## src/sv/usb_opp_pkg.sv

```systemverilog
// Package: shared types and constants for the USB port overheat protection unit.
`timescale 1ns / 1ps
package usb_opp_pkg;

  localparam int unsigned CNT_W   = 12;
  localparam int unsigned DIFF_W  = 11;
  localparam int unsigned DELTA_W = 9;
  localparam int unsigned TEMP_W  = 8;
  localparam int unsigned CFG_IDX_W  = 3;
  localparam int unsigned CFG_DATA_W = 9;

  localparam logic [CNT_W-1:0] CNT_IDLE   = 12'hFFF;
  localparam logic [CNT_W-1:0] CNT_END    = 12'd1001;
  localparam logic [CNT_W-1:0] CNT_INSERT = 12'd1100;

  localparam logic signed [TEMP_W-1:0] TEMP_LOW  = -8'sd30;
  localparam logic signed [TEMP_W-1:0] TEMP_HIGH = 8'sd100;
  localparam logic signed [DIFF_W-1:0] BATT_INVALID = -11'sd255;

  typedef enum logic [CFG_IDX_W-1:0] {
    CFG_PROTECT_EN    = 3'd0,
    CFG_PORT_THR      = 3'd1,
    CFG_CUTOFF_OPEN   = 3'd2,
    CFG_LIMIT_OPEN    = 3'd3,
    CFG_CUTOFF_CLOSE  = 3'd4,
    CFG_FAST_POLL     = 3'd5,
    CFG_LIMIT_REP_EN  = 3'd6
  } cfg_idx_e;

  typedef struct packed {
    logic                       protect_enable;
    logic signed [TEMP_W-1:0]   port_temp_threshold;
    logic signed [DELTA_W-1:0]  cutoff_open_delta;
    logic signed [DELTA_W-1:0]  limit_open_delta;
    logic signed [DELTA_W-1:0]  cutoff_close_delta;
    logic signed [DELTA_W-1:0]  fast_poll_delta;
    logic                       limit_report_enable;
  } cfg_t;

  typedef struct packed {
    logic                     operation;
    logic signed [TEMP_W-1:0] port_temp;
    logic signed [TEMP_W-1:0] batt_temp;
    logic                     batt_temp_valid;
    logic                     charger_absent;
  } item_t;

  typedef struct packed {
    logic cutoff_open;
    logic limit_on;
    logic protect_active;
    logic fast_poll;
    logic monitoring;
    logic limit_fault_report;
    logic cutoff_fault_report;
    logic stay_awake;
    logic temp_rejected;
  } result_t;

  function automatic logic signed [DIFF_W-1:0] ext_delta(logic signed [DELTA_W-1:0] d);
    ext_delta = {{(DIFF_W-DELTA_W){d[DELTA_W-1]}}, d};
  endfunction

  function automatic logic signed [DIFF_W-1:0] ext_temp(logic signed [TEMP_W-1:0] t);
    ext_temp = {{(DIFF_W-TEMP_W){t[TEMP_W-1]}}, t};
  endfunction

endpackage

```

## src/sv/usb_opp_cfg.sv

```systemverilog
// Configuration register file written through the plain write port.
`timescale 1ns / 1ps
module usb_opp_cfg (
  input  logic                               clk_i,
  input  logic                               rst_ni,
  input  logic                               cfg_we_i,
  input  logic [usb_opp_pkg::CFG_IDX_W-1:0]  cfg_index_i,
  input  logic [usb_opp_pkg::CFG_DATA_W-1:0] cfg_data_i,
  output usb_opp_pkg::cfg_t                  cfg_o
);
  import usb_opp_pkg::*;

  cfg_t cfg_q;

  always_ff @(posedge clk_i or negedge rst_ni) begin
    if (!rst_ni) begin
      cfg_q.protect_enable      <= 1'b0;
      cfg_q.port_temp_threshold <= 8'sd40;
      cfg_q.cutoff_open_delta   <= '0;
      cfg_q.limit_open_delta    <= '0;
      cfg_q.cutoff_close_delta  <= '0;
      cfg_q.fast_poll_delta     <= '0;
      cfg_q.limit_report_enable <= 1'b0;
    end else if (cfg_we_i) begin
      case (cfg_idx_e'(cfg_index_i))
        CFG_PROTECT_EN:   cfg_q.protect_enable      <= cfg_data_i[0];
        CFG_PORT_THR:     cfg_q.port_temp_threshold <= cfg_data_i[TEMP_W-1:0];
        CFG_CUTOFF_OPEN:  cfg_q.cutoff_open_delta   <= cfg_data_i[DELTA_W-1:0];
        CFG_LIMIT_OPEN:   cfg_q.limit_open_delta    <= cfg_data_i[DELTA_W-1:0];
        CFG_CUTOFF_CLOSE: cfg_q.cutoff_close_delta  <= cfg_data_i[DELTA_W-1:0];
        CFG_FAST_POLL:    cfg_q.fast_poll_delta     <= cfg_data_i[DELTA_W-1:0];
        CFG_LIMIT_REP_EN: cfg_q.limit_report_enable <= cfg_data_i[0];
        default: ;
      endcase
    end
  end

  assign cfg_o = cfg_q;

endmodule

```

## src/sv/usb_opp_eval.sv

```systemverilog
// Protection state registers and the single-pass update for one request.
`timescale 1ns / 1ps
module usb_opp_eval (
  input  logic                 clk_i,
  input  logic                 rst_ni,
  input  usb_opp_pkg::cfg_t    cfg_i,
  input  usb_opp_pkg::item_t   item_i,
  input  logic                 adv_i,
  output usb_opp_pkg::result_t res_o
);
  import usb_opp_pkg::*;

  logic [CNT_W-1:0] cnt_q, cnt_d;
  logic mon_q, mon_d;
  logic prot_q, prot_d;
  logic lim_q, lim_d;
  logic sw_q, sw_d;
  logic wake_q, wake_d;
  logic fast_q, fast_d;
  logic lim_arm_q, lim_arm_d;
  logic cut_arm_q, cut_arm_d;
  logic rep_lim, rep_cut, rejected;

  logic signed [DIFF_W-1:0] tusb_x, tbatt_x, diff_r, diff_a;
  logic hot, hot_a, range_bad;

  assign tusb_x  = ext_temp(item_i.port_temp);
  assign tbatt_x = ext_temp(item_i.batt_temp);
  // report / polling difference is zero without a valid battery reading
  assign diff_r  = item_i.batt_temp_valid ? (tusb_x - tbatt_x) : '0;
  assign diff_a  = item_i.batt_temp_valid ? diff_r : (tusb_x - BATT_INVALID);
  assign hot     = $signed(item_i.port_temp) >= $signed(cfg_i.port_temp_threshold);
  assign hot_a   = hot && item_i.batt_temp_valid;
  assign range_bad = ($signed(item_i.port_temp) < $signed(TEMP_LOW)) ||
                     ($signed(item_i.port_temp) > $signed(TEMP_HIGH));

  always_comb begin
    cnt_d     = cnt_q;
    mon_d     = mon_q;
    prot_d    = prot_q;
    lim_d     = lim_q;
    sw_d      = sw_q;
    wake_d    = wake_q;
    fast_d    = fast_q;
    lim_arm_d = lim_arm_q;
    cut_arm_d = cut_arm_q;
    rep_lim   = 1'b0;
    rep_cut   = 1'b0;
    rejected  = 1'b0;

    if (item_i.operation) begin
      if (cfg_i.protect_enable && !mon_q) begin
        cnt_d = CNT_INSERT;
        mon_d = 1'b1;
      end
    end else if (mon_q) begin
      if (cnt_q == CNT_IDLE && item_i.charger_absent) begin
        // charger gone after the window: disarm and re-arm reports
        cut_arm_d = 1'b1;
        lim_arm_d = 1'b1;
        sw_d      = 1'b0;
        fast_d    = 1'b0;
        prot_d    = 1'b0;
        cnt_d     = CNT_INSERT;
        mon_d     = 1'b0;
      end else if (range_bad) begin
        rejected = 1'b1;
      end else begin
        if (cfg_i.limit_report_enable && hot &&
            diff_r >= ext_delta(cfg_i.limit_open_delta) && lim_arm_q) begin
          rep_lim   = 1'b1;
          lim_arm_d = 1'b0;
        end
        if (hot && diff_r >= ext_delta(cfg_i.cutoff_open_delta) && cut_arm_q) begin
          rep_cut   = 1'b1;
          cut_arm_d = 1'b0;
        end

        // polling choice and settle window
        if (diff_r > ext_delta(cfg_i.fast_poll_delta)) begin
          fast_d = 1'b1;
          cnt_d  = '0;
        end else if (cnt_q == CNT_IDLE) begin
          fast_d = 1'b0;
          prot_d = 1'b0;
        end else if (cnt_q > CNT_END) begin
          cnt_d  = cnt_q - 1'b1;
          fast_d = 1'b1;
          prot_d = 1'b0;
        end else if (cnt_q == CNT_END) begin
          cnt_d  = CNT_IDLE;
          fast_d = 1'b0;
          prot_d = 1'b0;
          wake_d = 1'b0;
        end else begin
          cnt_d  = cnt_q + 1'b1;
          fast_d = 1'b1;
        end

        // switch and limit action, sees protect flag after polling update
        if (hot_a && diff_a >= ext_delta(cfg_i.limit_open_delta)) begin
          lim_d = 1'b1;
        end
        if (hot_a && diff_a >= ext_delta(cfg_i.cutoff_open_delta)) begin
          wake_d = 1'b1;
          prot_d = 1'b1;
          sw_d   = 1'b1;
        end else if (diff_a <= ext_delta(cfg_i.cutoff_close_delta)) begin
          if (prot_d) begin
            sw_d = 1'b0;
          end
          lim_d = 1'b0;
        end
      end
    end

    res_o.cutoff_open         = sw_d;
    res_o.limit_on            = lim_d;
    res_o.protect_active      = prot_d;
    res_o.fast_poll           = fast_d;
    res_o.monitoring          = mon_d;
    res_o.limit_fault_report  = rep_lim;
    res_o.cutoff_fault_report = rep_cut;
    res_o.stay_awake          = wake_d;
    res_o.temp_rejected       = rejected;
  end

  always_ff @(posedge clk_i or negedge rst_ni) begin
    if (!rst_ni) begin
      cnt_q     <= CNT_INSERT;
      mon_q     <= 1'b0;
      prot_q    <= 1'b0;
      lim_q     <= 1'b0;
      sw_q      <= 1'b0;
      wake_q    <= 1'b0;
      fast_q    <= 1'b0;
      lim_arm_q <= 1'b1;
      cut_arm_q <= 1'b1;
    end else if (adv_i) begin
      cnt_q     <= cnt_d;
      mon_q     <= mon_d;
      prot_q    <= prot_d;
      lim_q     <= lim_d;
      sw_q      <= sw_d;
      wake_q    <= wake_d;
      fast_q    <= fast_d;
      lim_arm_q <= lim_arm_d;
      cut_arm_q <= cut_arm_d;
    end
  end

`ifndef SYNTHESIS
  // counter is reloaded whenever monitoring is off
  assert property (@(posedge clk_i) disable iff (!rst_ni) !mon_q |-> cnt_q == CNT_INSERT)
    else $error("settle counter not at insert value while monitoring is off");

  assert property (@(posedge clk_i) disable iff (!rst_ni)
    cnt_q <= CNT_INSERT || cnt_q == CNT_IDLE)
    else $error("settle counter out of its reachable range");

  assert property (@(posedge clk_i) disable iff (!rst_ni)
    adv_i && res_o.cutoff_fault_report |=> !cut_arm_q)
    else $error("cutoff report did not disarm");

  assert property (@(posedge clk_i) disable iff (!rst_ni)
    adv_i && res_o.temp_rejected |=>
      $stable(cnt_q) && $stable(sw_q) && $stable(lim_q) && $stable(prot_q))
    else $error("rejected tick changed protection state");
`endif

endmodule

```

## src/sv/usb_port_overheat_protect_unit.sv

```systemverilog
// Top level: request input register, evaluation stage and result register.
// An accepted request waits in the request register until its result is registered.
// Throughput: one request per cycle; a stalled result holds the request register,
// which then stalls the input.
// The state update for a request happens as it moves into the result register.
// Reset (async, active low) clears both valid flags, loads the settle counter to
// 1100, arms both fault reports and returns configuration to its defaults.
`timescale 1ns / 1ps
module usb_port_overheat_protect_unit (
  input  logic                               clk_i,
  input  logic                               rst_ni,
  input  logic                               cfg_we_i,
  input  logic [usb_opp_pkg::CFG_IDX_W-1:0]  cfg_index_i,
  input  logic [usb_opp_pkg::CFG_DATA_W-1:0] cfg_data_i,
  input  logic                               in_valid_i,
  output logic                               in_stall_o,
  input  logic                               operation_i,
  input  logic signed [usb_opp_pkg::TEMP_W-1:0] port_temp_i,
  input  logic signed [usb_opp_pkg::TEMP_W-1:0] batt_temp_i,
  input  logic                               batt_temp_valid_i,
  input  logic                               charger_absent_i,
  output logic                               out_valid_o,
  input  logic                               out_stall_i,
  output logic                               cutoff_open_o,
  output logic                               limit_on_o,
  output logic                               protect_active_o,
  output logic                               fast_poll_o,
  output logic                               monitoring_o,
  output logic                               limit_fault_report_o,
  output logic                               cutoff_fault_report_o,
  output logic                               stay_awake_o,
  output logic                               temp_rejected_o
);
  import usb_opp_pkg::*;

  cfg_t    cfg;
  item_t   in_q;
  logic    in_valid_q;
  result_t res, out_q;
  logic    out_valid_q;
  logic    adv, in_acc;

  usb_opp_cfg u_cfg (
    .clk_i       (clk_i),
    .rst_ni      (rst_ni),
    .cfg_we_i    (cfg_we_i),
    .cfg_index_i (cfg_index_i),
    .cfg_data_i  (cfg_data_i),
    .cfg_o       (cfg)
  );

  assign adv        = in_valid_q && (!out_valid_q || !out_stall_i);
  assign in_stall_o = in_valid_q && !adv;
  assign in_acc     = in_valid_i && !in_stall_o;

  always_ff @(posedge clk_i or negedge rst_ni) begin
    if (!rst_ni) begin
      in_valid_q <= 1'b0;
    end else if (in_acc) begin
      in_valid_q <= 1'b1;
    end else if (adv) begin
      in_valid_q <= 1'b0;
    end
  end

  always_ff @(posedge clk_i) begin
    if (in_acc) begin
      in_q.operation       <= operation_i;
      in_q.port_temp       <= port_temp_i;
      in_q.batt_temp       <= batt_temp_i;
      in_q.batt_temp_valid <= batt_temp_valid_i;
      in_q.charger_absent  <= charger_absent_i;
    end
  end

  usb_opp_eval u_eval (
    .clk_i  (clk_i),
    .rst_ni (rst_ni),
    .cfg_i  (cfg),
    .item_i (in_q),
    .adv_i  (adv),
    .res_o  (res)
  );

  always_ff @(posedge clk_i or negedge rst_ni) begin
    if (!rst_ni) begin
      out_valid_q <= 1'b0;
    end else if (adv) begin
      out_valid_q <= 1'b1;
    end else if (!out_stall_i) begin
      out_valid_q <= 1'b0;
    end
  end

  always_ff @(posedge clk_i) begin
    if (adv) begin
      out_q <= res;
    end
  end

  assign out_valid_o           = out_valid_q;
  assign cutoff_open_o         = out_q.cutoff_open;
  assign limit_on_o            = out_q.limit_on;
  assign protect_active_o      = out_q.protect_active;
  assign fast_poll_o           = out_q.fast_poll;
  assign monitoring_o          = out_q.monitoring;
  assign limit_fault_report_o  = out_q.limit_fault_report;
  assign cutoff_fault_report_o = out_q.cutoff_fault_report;
  assign stay_awake_o          = out_q.stay_awake;
  assign temp_rejected_o       = out_q.temp_rejected;

endmodule

```

## config.mk

```make
export PLATFORM = sky130hd
export DESIGN_NAME = usb_port_overheat_protect_unit
export DESIGN_NICKNAME = d
export VERILOG_FILES = /design/src/sv/usb_opp_pkg.sv /design/src/sv/usb_opp_cfg.sv /design/src/sv/usb_opp_eval.sv /design/src/sv/usb_port_overheat_protect_unit.sv
export SDC_FILE = /design/constraint.sdc
export NUM_CORES = 1
export LEC_CHECK = 0
export ABC_CLOCK_PERIOD_IN_PS = 4500
export BUFFER_PORTS_ARGS = -buffer_cell sky130_fd_sc_hd__buf_2
export CORE_ASPECT_RATIO = 0.8
export CORE_MARGIN = 2
export CORE_UTILIZATION = 25
export CTS_BUF_LIST = sky130_fd_sc_hd__clkbuf_8 sky130_fd_sc_hd__clkbuf_16
export DETAILED_ROUTE_END_ITERATION = 8
export GPL_TIMING_DRIVEN = 0
export SLEW_MARGIN = 15
export SYNTH_ARGS = -nofsm -noshare
export SYNTH_HDL_FRONTEND = slang
export SYNTH_HIERARCHICAL = 1
export SYNTH_SLANG_ARGS = --single-unit
export TNS_END_PERCENT = 1
```

## constraint.sdc

```tcl
create_clock -name clk_i -period 4.5 [get_ports clk_i]
set_clock_uncertainty 0.05 [all_clocks]
set_input_delay 0.45 -clock clk_i [delete_from_list [all_inputs] [get_ports clk_i]]
set_output_delay 0.45 -clock clk_i [all_outputs]
set_load 0.005 [all_outputs]
```

# After elaboration in Yosys (flattened, before gate mapping)
# Cells that the tools add are included.
# Widths: inputs -> output; s select.
[word_totals]
regBits = 96
input_bits = 36
[classes]
add_sub_neg = 4
magnitude_cmp = 10
n_eq_ne = 13
muxes = 72
bitwise_logic = 2
n_reduce_logical = 37
[ops]
columns = ["cell", "n"]
rows = [
  ["$mux 12", 9],
  ["$mux 1", 61],
  ["$ge 11x9->1", 4],
  ["$mux 11", 2],
  ["$reduce_and 5->1", 3],
  ["$reduce_and 2->1", 7],
  ["$logic_and 1x1->1", 13],
  ["$add 12x1->12 const B", 1],
  ["$eq 12x10->1 const B", 1],
  ["$eq 12x12->1 const B", 1],
  ["$gt 12x10->1 const B", 1],
  ["$sub 12x1->12 const B", 1],
  ["$gt 11x9->1", 1],
  ["$le 11x9->1", 1],
  ["$sub 8x9->10 const B", 1],
  ["$eq 3x3->1 const B", 3],
  ["$sub 8x8->9", 1],
  ["$ge 8x8->1", 1],
  ["$gt 8x8->1 const B", 1],
  ["$lt 8x6->1 const B", 1],
  ["$reduce_bool 2->1", 4],
  ["$eq 3x2->1 const B", 2],
  ["$logic_not 1->1", 5],
  ["$ne 2x1->1 const B", 2],
  ["9 further kinds", 11],
]

# Logic depth before layout (Yosys ltp)
# Gate-level depths: netlist of run 1.
[logic_depth]
depth_word = 16
ltp_mapped = 19

# Modules after synthesis
# Netlist of run 1, hierarchy kept.
[by_module_without_submodules]
columns = ["module", "instances", "cells_per_inst", "area_each_um2", "seq_area_each_um2"]
rows = [
  ["usb_opp_eval", 1, 505, 3881.2, 508.0],
  ["usb_opp_cfg", 1, 102, 1888.1, 1153.6],
  ["usb_port_overheat_protect_unit", 1, 36, 933.4, 890.9],
]

# Least setup slack after synthesis of run 1
# OpenSTA, ideal clock, no wires.
[synth_path]
path_type = "register to register"
startpoint = "register in_q[10] in the netlist's numbering"
endpoint = "register out_q (netlist bit cutoff_open_o) (data pin)"
t_arrival_ns = 3.737
required_ns = 4.199
slack_ns = 0.462
stages_incl_launch_ff = 19
path_buffers = 1
period_less_slack_ns = 4.038
path_cell_list = "edfxtp_1 inv_1 ha_1 fa_1 nor2b_1 o21ai_0 a21boi_0 o21ai_0 a21boi_0 o22ai_1 or2_2 ha_1 a211oi_1 mux2_2 o21ai_0 o31a_1 o311ai_1 nand2b_1 buf_4"
[synth_between]
elab_chain_cells = 15
elab_cells_between_ends = 25
classes_between = "add/sub (2); order compare (6); mux (14); reduce/logical (3)"
[synth_rtl]
columns = ["item", "line", "text"]
rows = [
  ["start: declaration", "usb_port_overheat_protect_unit.sv:37", "item_t in_q;"],
  ["$sub 8x8->9", "usb_opp_eval.sv:30", "assign diff_r = item_i.batt_temp_valid ? (tusb_x - tbatt_x) : '0;"],
  ["$mux 11", "usb_opp_eval.sv:30", ""],
  ["$gt 11x9->1", "usb_opp_eval.sv:80", "if (diff_r > ext_delta(cfg_i.fast_poll_delta)) begin"],
  ["$mux 1", "usb_opp_eval.sv:80", ""],
  ["$mux 1", "usb_opp_eval.sv:66", "end else if (range_bad) begin"],
  ["$mux 1", "usb_opp_eval.sv:57", "if (cnt_q == CNT_IDLE && item_i.charger_absent) begin"],
  ["$mux 1", "usb_opp_eval.sv:56", "end else if (mon_q) begin"],
  ["$mux 1", "usb_opp_eval.sv:51", "if (item_i.operation) begin"],
  ["$mux 1", "usb_opp_eval.sv:109", "if (prot_d) begin"],
  ["$mux 1", "usb_opp_eval.sv:108", "end else if (diff_a <= ext_delta(cfg_i.cutoff_close_delta)) begin"],
  ["$mux 1", "usb_opp_eval.sv:104", "if (hot_a && diff_a >= ext_delta(cfg_i.cutoff_open_delta)) begin"],
  ["$mux 1 *", "usb_opp_eval.sv:66", ""],
  ["$mux 1 *", "usb_opp_eval.sv:57", ""],
  ["$mux 1 *", "usb_opp_eval.sv:56", ""],
  ["$mux 1 *", "usb_opp_eval.sv:51", ""],
  ["named net u_eval.sw_d", "usb_opp_eval.sv:17", "logic sw_q, sw_d;"],
  ["end signal: assignment", "usb_port_overheat_protect_unit.sv:97", "out_q <= res;"],
  ["end: declaration", "usb_port_overheat_protect_unit.sv:39", "result_t res, out_q;"],
]
# Mark *: on every way through the listed nets, which the timed path passes. The rest lies on a longest branch. The select of a mux whose other input is x is not followed.
# A chain may end at the register's enable or synchronous reset.

# Worst setup path in the final report of run 1
# Same ends and word-level chain as after synthesis.

==> flow_summary_export.csv, run 1 <==
group,metric,value,unit
worst_setup_path,path_class,"flip-flop to flip-flop",
floorplan,die_y,150,um
worst_setup_path,crit_buf_inv,2,
clock_tree,clockBufferDepth,2,
floorplan,pin_count,47,
timing,tns,0,ns
clock_tree,clk_latency,0.36,ns
global_route,grt_remaining_overflow,0,
logic_synthesis,ys_top_cells_by_count,"ha_1 (77), inv_1 (67), dfrtp_1 (60)",
pwr,leakagePower,3.46,nW
route,routedWlPerCell,15.5,um
route,drt_iter0_markers,321,
logic_synthesis,synth_area_leader_cell,"dfrtp_1",
worst_setup_path,critPathArrivalTime,4.30,ns
clock_tree,root_buffer,"clkbuf_16",
clock_tree,cts.sinks,96,
route,met2_length,7120,um
timing,slew_viol_final,0,
timing,rsz0062_at_grt,"yes",
clock_tree,cts_tree,"done",
worst_setup_path,slowest_stage,"fa_1",
final_layout,drive_gt1_share,24.6,%
floorplan,rows,53,
worst_setup_path,endpoint_kind,"flip-flop",
logic_synthesis,synth_seq_cells,96,
route,vias,4912,
logic_synthesis,yosys.area.top_type_share,22.4,%
route,drc_errors,0,
route,antenna_left,0,
worst_setup_path,start_kind,"flip-flop",
min_path,hp-class,"input pin to flip-flop",
logic_synthesis,async_flop_share,70.8,%
pwr,ir_drop,0.201,mV
placed_design,placed_cells,1047,
logic_synthesis,syn_inst,643,
global_route,grt_pass1_vias,4649,
worst_setup_path,cp_top_family,"compound AO/OA/AOI/OAI gates",
timing,whs,0.212,ns
global_route,grtUsageTotal,12.1,%
final_layout,fin_cells,1065,
worst_setup_path,critPathMaxStageDelay,0.40,ns
placed_design,hpwl,12700,um
placed_design,port_buffers,46,
timing,slew_headroom,31.3,%
timing,setup_viol,0,
logic_synthesis,syn_nets,757,
route,dr.pass1.iters,5,
final_layout,n_fill_cell,2763,
global_route,antenna_found_initial,0,
floorplan,start_util,25.5,%
logic_synthesis,synth_ff_type,"dfrtp_1",
timing,fin_crit_sh,94.0,%
logic_synthesis,synth_edf_count,28,
floorplan,core_area,26300,um2
final_layout,diodes,0,
final_layout,final_util,29.5,%
logic_synthesis,synth_cell_types,82,
floorplan,die_x,187,um
timing,hold_viol_final,0,
outcome,status,"complete, no violations",
route,wirelength,16600,um
route,wl_met3,696,um
final_layout,syn2layout_area_growth,16.0,%
worst_setup_path,required,4.57,ns
clock_tree,h-tree-depth,3,
logic_synthesis,seq_area_frac_synth,38.1,%
global_route,grt_pass1_wl,26500,um
timing,min_period,4.23,ns
placed_design,gp_congestion,0.845,
route,wl_met1,8590,um
final_layout,largest_reg_flops,46,
route,vias_per_cell,4.61,
logic_synthesis,yosysMostFrequentCell,"ha_1",
timing,fmax,236,MHz
worst_setup_path,worstPathCellList,"inv_1 > ha_1 > fa_1 > nor2b_1 > o21ai_0 > a21boi_1 > o21ai_1 > a21boi_2 > o22ai_2 > or2_2 > ha_1 > a211oi_1 > mux2_2 > o21ai_1 > o31a_1 > o311ai_2 > nand2b_1 > buf_4",
timing,worstMarginPinSlew,1.00,ns
clock_tree,cts_buffers,9,
floorplan,die-area,28100,um2
run,maxCapViolCount,0,
logic_synthesis,syn_area_per_cell,10.4,um2
final_layout,layout.nets,817,
logic_synthesis,yosysWarnings,6,
clock_tree,clkTransAtPathRegs,0.07,ns
logic_synthesis,synth.area.top_cells,"dfrtp_1 (22%), ha_1 (14%), edfxtp_1 (13%)",
pwr,power,3.48,mW
pwr,powerDensity,448,nW/um2
global_route,grt_start_max_net_pins,51,
worst_setup_path,worstPathMaxFanout,4,
logic_synthesis,synth_area,6700,um2
route,top_layer,"met4",
==> report_power, final <==
part,switching (mW),leakage [nW],internal (mW)
logic,0.811,2.25,0.633
registers,0.126,1.08,1.12
clock network,0.361,0.141,0.432
==> cells by family (layout without fill, tap and decap cells) <==
logic type,count (synthesis),after routing,synth area share (%)
simple gates,174,174,15.1
compound gates,145,145,14.8
flops,96,96,38.1
buf+inv,93,158,6.65
fa+ha+maj,78,78,14.7
mux,50,50,9.82
xor+xnor,7,7,0.915
==> final cells by class <==
class / instances / area (um2) / area share [%]
multi-input combinational: 454 / 3750 / 48.3
clock inverter: 7 / 71.3 / 0.917
timing repair buffer: 49 / 278 / 3.57
inverter: 67 / 251 / 3.24
clock buffer: 9 / 225 / 2.90
buffer: 26 / 194 / 2.49
tap: 357 / 447 / 5.75
sequential: 96 / 2550 / 32.8
==> worst paths after layout <==
path / startpoint / to / slack (ns) / cells past startpoint
worst max register to register: in_q[10] / cutoff_open_o / 0.27 / 18
max in group asynchronous: rst_ni / u_eval/lim_arm_q / 3.30 / 3
worst min-delay path: batt_temp_valid_i / in_q[1] / 0.21 / 1
min in group asynchronous: rst_ni / in_valid_q / 0.48 / 2
worst max-delay path: in_q[10] / cutoff_open_o / 0.27 / 18
worst min register to register: in_valid_q / out_valid_o / 0.45 / 1
==> per-layer routing <==
| layer | vias to the layer above | GRT usage, % |
|---|---|---|
| met4 | 0 | 3.02 |
| li1 | 2464 | - |
| met3 | 12 | 2.47 |
| met2 | 94 | 18.0 |
| met1 | 2342 | 17.9 |
| met5 | - | 0 |
==> timing repair <==
| action | in CTS | in global routing |
|---|---|---|
| pin swaps | 1 | 6 |
| hold buffers | 1 | 0 |
| gates resized for setup | 3 | 11 |
| setup buffers | 0 | 1 |
| hold endpoints to repair | 14 | 0 |
| setup endpoints to repair | 13 | 22 |
==> layout by cell type, fill, tap and decap left out, types with 5 or more instances in the layout <==
cell type and instances:
nand2_1 30, nor2b_1 7, ha_1 77, and2_1 5, mux2_2 22, xnor2_1 5, nand4_1 5, o2111ai_1 5
nand3_1 14, buf_2 46, nand2b_1 11, buf_4 15, o21ai_0 28, a31oi_1 8, o22ai_1 7, inv_1 67
edfxtp_1 28, nor3_1 16, mux2_4 26, clkbuf_16 9, a21oi_1 29, dfstp_2 8, buf_6 6, a21o_1 12
o21ai_1 5, dfrtp_1 60, or3_1 6, nor4_1 5, nor2_1 37
==> metrics by stage <==
step	instance area (um2)	setup slack (ns)
finish	7770	0.271
floorplan	6700	0.462
global route	7770	-0.0193
global placement	7380	-0.301
CTS	7730	-0.141
detailed placement	7410	-0.386
No activity file was read; power rests on OpenSTA's default activity.
==> run 2: changes to the inputs <==
--- a/config.mk
+++ b/config.mk
@@ -13,6 +13,7 @@
 export CTS_BUF_LIST = sky130_fd_sc_hd__clkbuf_8 sky130_fd_sc_hd__clkbuf_16
 export DETAILED_ROUTE_END_ITERATION = 8
 export GPL_TIMING_DRIVEN = 0
+export MAX_ROUTING_LAYER = met4
 export SLEW_MARGIN = 15
 export SYNTH_ARGS = -nofsm -noshare
 export SYNTH_HDL_FRONTEND = slang
==> flow_summary_export.csv, run 2 (synthesis gave the netlist of run 1 again) <==
group,metric,value,unit
final_layout,n_fill_cell,2763,
worst_setup_path,critPathMaxStageDelay,0.90,ns
worst_setup_path,reg2reg_to,"cutoff_fault_report_o",
global_route,antenna_found_initial,0,
floorplan,start_util,25.5,%
route,drc_errors,0,
pwr,ir_drop,0.200,mV
route,antenna_left,0,
final_layout,layout_common_cells,"ha_1 (77), inv_1 (67), dfrtp_1 (60), buf_2 (46), nor2_1 (37)",
clock_tree,clockBufferDepth,2,
min_path,hp-class,"input pin to flip-flop",
route,dr.pass1.iters,5,
route,vias_per_cell,4.66,
placed_design,port_buffers,46,
worst_setup_path,start_kind,"flip-flop",
clock_tree,cts_buffers,9,
timing,setup_viol,0,
worst_setup_path,slowest_stage,"a2111oi_0",
final_layout,largest_reg_flops,46,
global_route,grt_start_max_net_pins,51,
worst_setup_path,r2r-start,"in_q[10]",
clock_tree,h-tree-depth,3,
worst_setup_path,worstPathMaxFanout,4,
timing,slew_headroom,21.7,%
timing,fin_crit_sh,94.6,%
final_layout,layout.nets,817,
final_layout,drive_gt1_share,24.6,%
final_layout,multi_input_area,3750,um2
worst_setup_path,cp-startpoint,"in_q[10]",
clock_tree,clk_latency,0.36,ns
global_route,grt_pass1_wl,26400,um
route,routedWlPerCell,15.5,um
route,vias,4965,
floorplan,pin_count,47,
floorplan,die_y,150,um
pwr,power,3.48,mW
clock_tree,cts.sinks,96,
global_route,grt_remaining_overflow,0,
timing,whs,0.214,ns
timing,fmax,235,MHz
timing,min_period,4.26,ns
global_route,grtUsageTotal,12.5,%
run,maxCapViolCount,0,
floorplan,die_x,187,um
timing,worst_slack,0.245,ns
placed_design,place_ws,-0.386,ns
clock_tree,cts_tree,"done",
final_layout,final_common_cell,"ha_1",
final_layout,regArea,2550,um2
floorplan,die-area,28100,um2
clock_tree,clkTransAtPathRegs,0.07,ns
global_route,grt_pass1_vias,4663,
timing,worstMarginPinSlew,1.14,ns
worst_setup_path,worstPathCellList,"inv_1 > ha_1 > fa_1 > nor2b_1 > o21ai_0 > a21boi_1 > o21ai_1 > a21boi_2 > o22ai_2 > ha_1 > nor3b_1 > o211a_1 > a2111oi_0 > nor3b_1 > buf_4",
final_layout,diodes,0,
placed_design,gp_congestion,0.859,
worst_setup_path,critPathArrivalTime,4.44,ns
floorplan,rows,53,
worst_setup_path,required,4.69,ns
route,wirelength,16500,um
pwr,powerDensity,448,nW/um2
placed_design,hpwl,12700,um
worst_setup_path,rrSetupSlack,0.24,ns
pwr,leakagePower,3.46,nW
worst_setup_path,timing.critical_path.to,"cutoff_fault_report_o",
min_path,hold_path_depth,1,
timing,slew_viol_final,0,
route,drt_iter0_markers,307,
min_path,min_from,"batt_temp_valid_i",
worst_setup_path,r2r.worst_path.cells,15,
timing,hold_viol_final,0,
outcome,status,"complete, no violations",
worst_setup_path,path_class,"flip-flop to flip-flop",
clock_tree,root_buffer,"clkbuf_16",
final_layout,syn2layout_area_growth,16.0,%
timing,rsz0062_at_grt,"yes",
worst_setup_path,endpoint_kind,"flip-flop",
floorplan,core_area,26300,um2
[run 2: cell counts in the layout (fill, tap and decap cells not counted)]
Identical to the previous run, type by type.
[run 2: how the worst min path moves through the flow]
stage	end
global placement	out_valid_o
detailed placement	in_valid_q
finish	in_q[1]
global route	in_q[5]
CTS	in_q[1]
floorplan	in_valid_q
[run 2: through the flow]
step | TNS [ns] | utilization (%) | std cells | area [um2]
2_1_floorplan | 0 | - | 643 | 6700
3_3_place_gp | -0.406 | 28.0 | 1046 | 7380
3_5_place_dp | -0.769 | 28.2 | 1047 | 7410
4_1_cts | -0.550 | 29.4 | 1064 | 7730
5_1_grt | -0.0193 | 29.5 | 1065 | 7770
6_report | 0 | 29.5 | 1065 | 7770
[run 2: layout make-up]
class                      count  area share (%)
multi-input combinational    454            48.3
tap                          357            5.75
buffer                        26            2.49
inverter                      67            3.24
sequential                    96            32.8
clock inverter                 7           0.917
timing repair buffer          49            3.57
clock buffer                   9            2.90
[run 2: per-layer routing]
metal | global-route usage (%) | vias to the layer above | share of wire (%)
li1 | - | 2461 | -
met1 | 17.9 | 2368 | 51
met2 | 18.0 | 116 | 43
met3 | 2.42 | 20 | 4.3
met4 | 3.02 | 0 | 1.1
met5 | - | - | 0
[run 2: critical path, delay by kind of cell, from the launching register on]
family                   cells  cell delay (ns)
flip-flops                   1             0.35
buffers and inverters        2             0.24
AO/OA/AOI/OAI                7             1.92
AND/OR/NAND/NOR              3             0.63
adder cells (fa/ha/maj)      3             0.94
[run 2: repair_timing]
item / CTS / global route
hold buffers: 1 / 0
hold endpoints to repair: 14 / 0
pin swaps: 1 / 6
setup endpoints to repair: 13 / 22
resized for setup: 3 / 11
setup buffers: 0 / 1
[run 2: where the power goes]
group	switching, mW	internal (mW)	total (mW)
clock	0.360	0.432	0.792
combinational	0.813	0.633	1.45
sequential	0.126	1.12	1.25
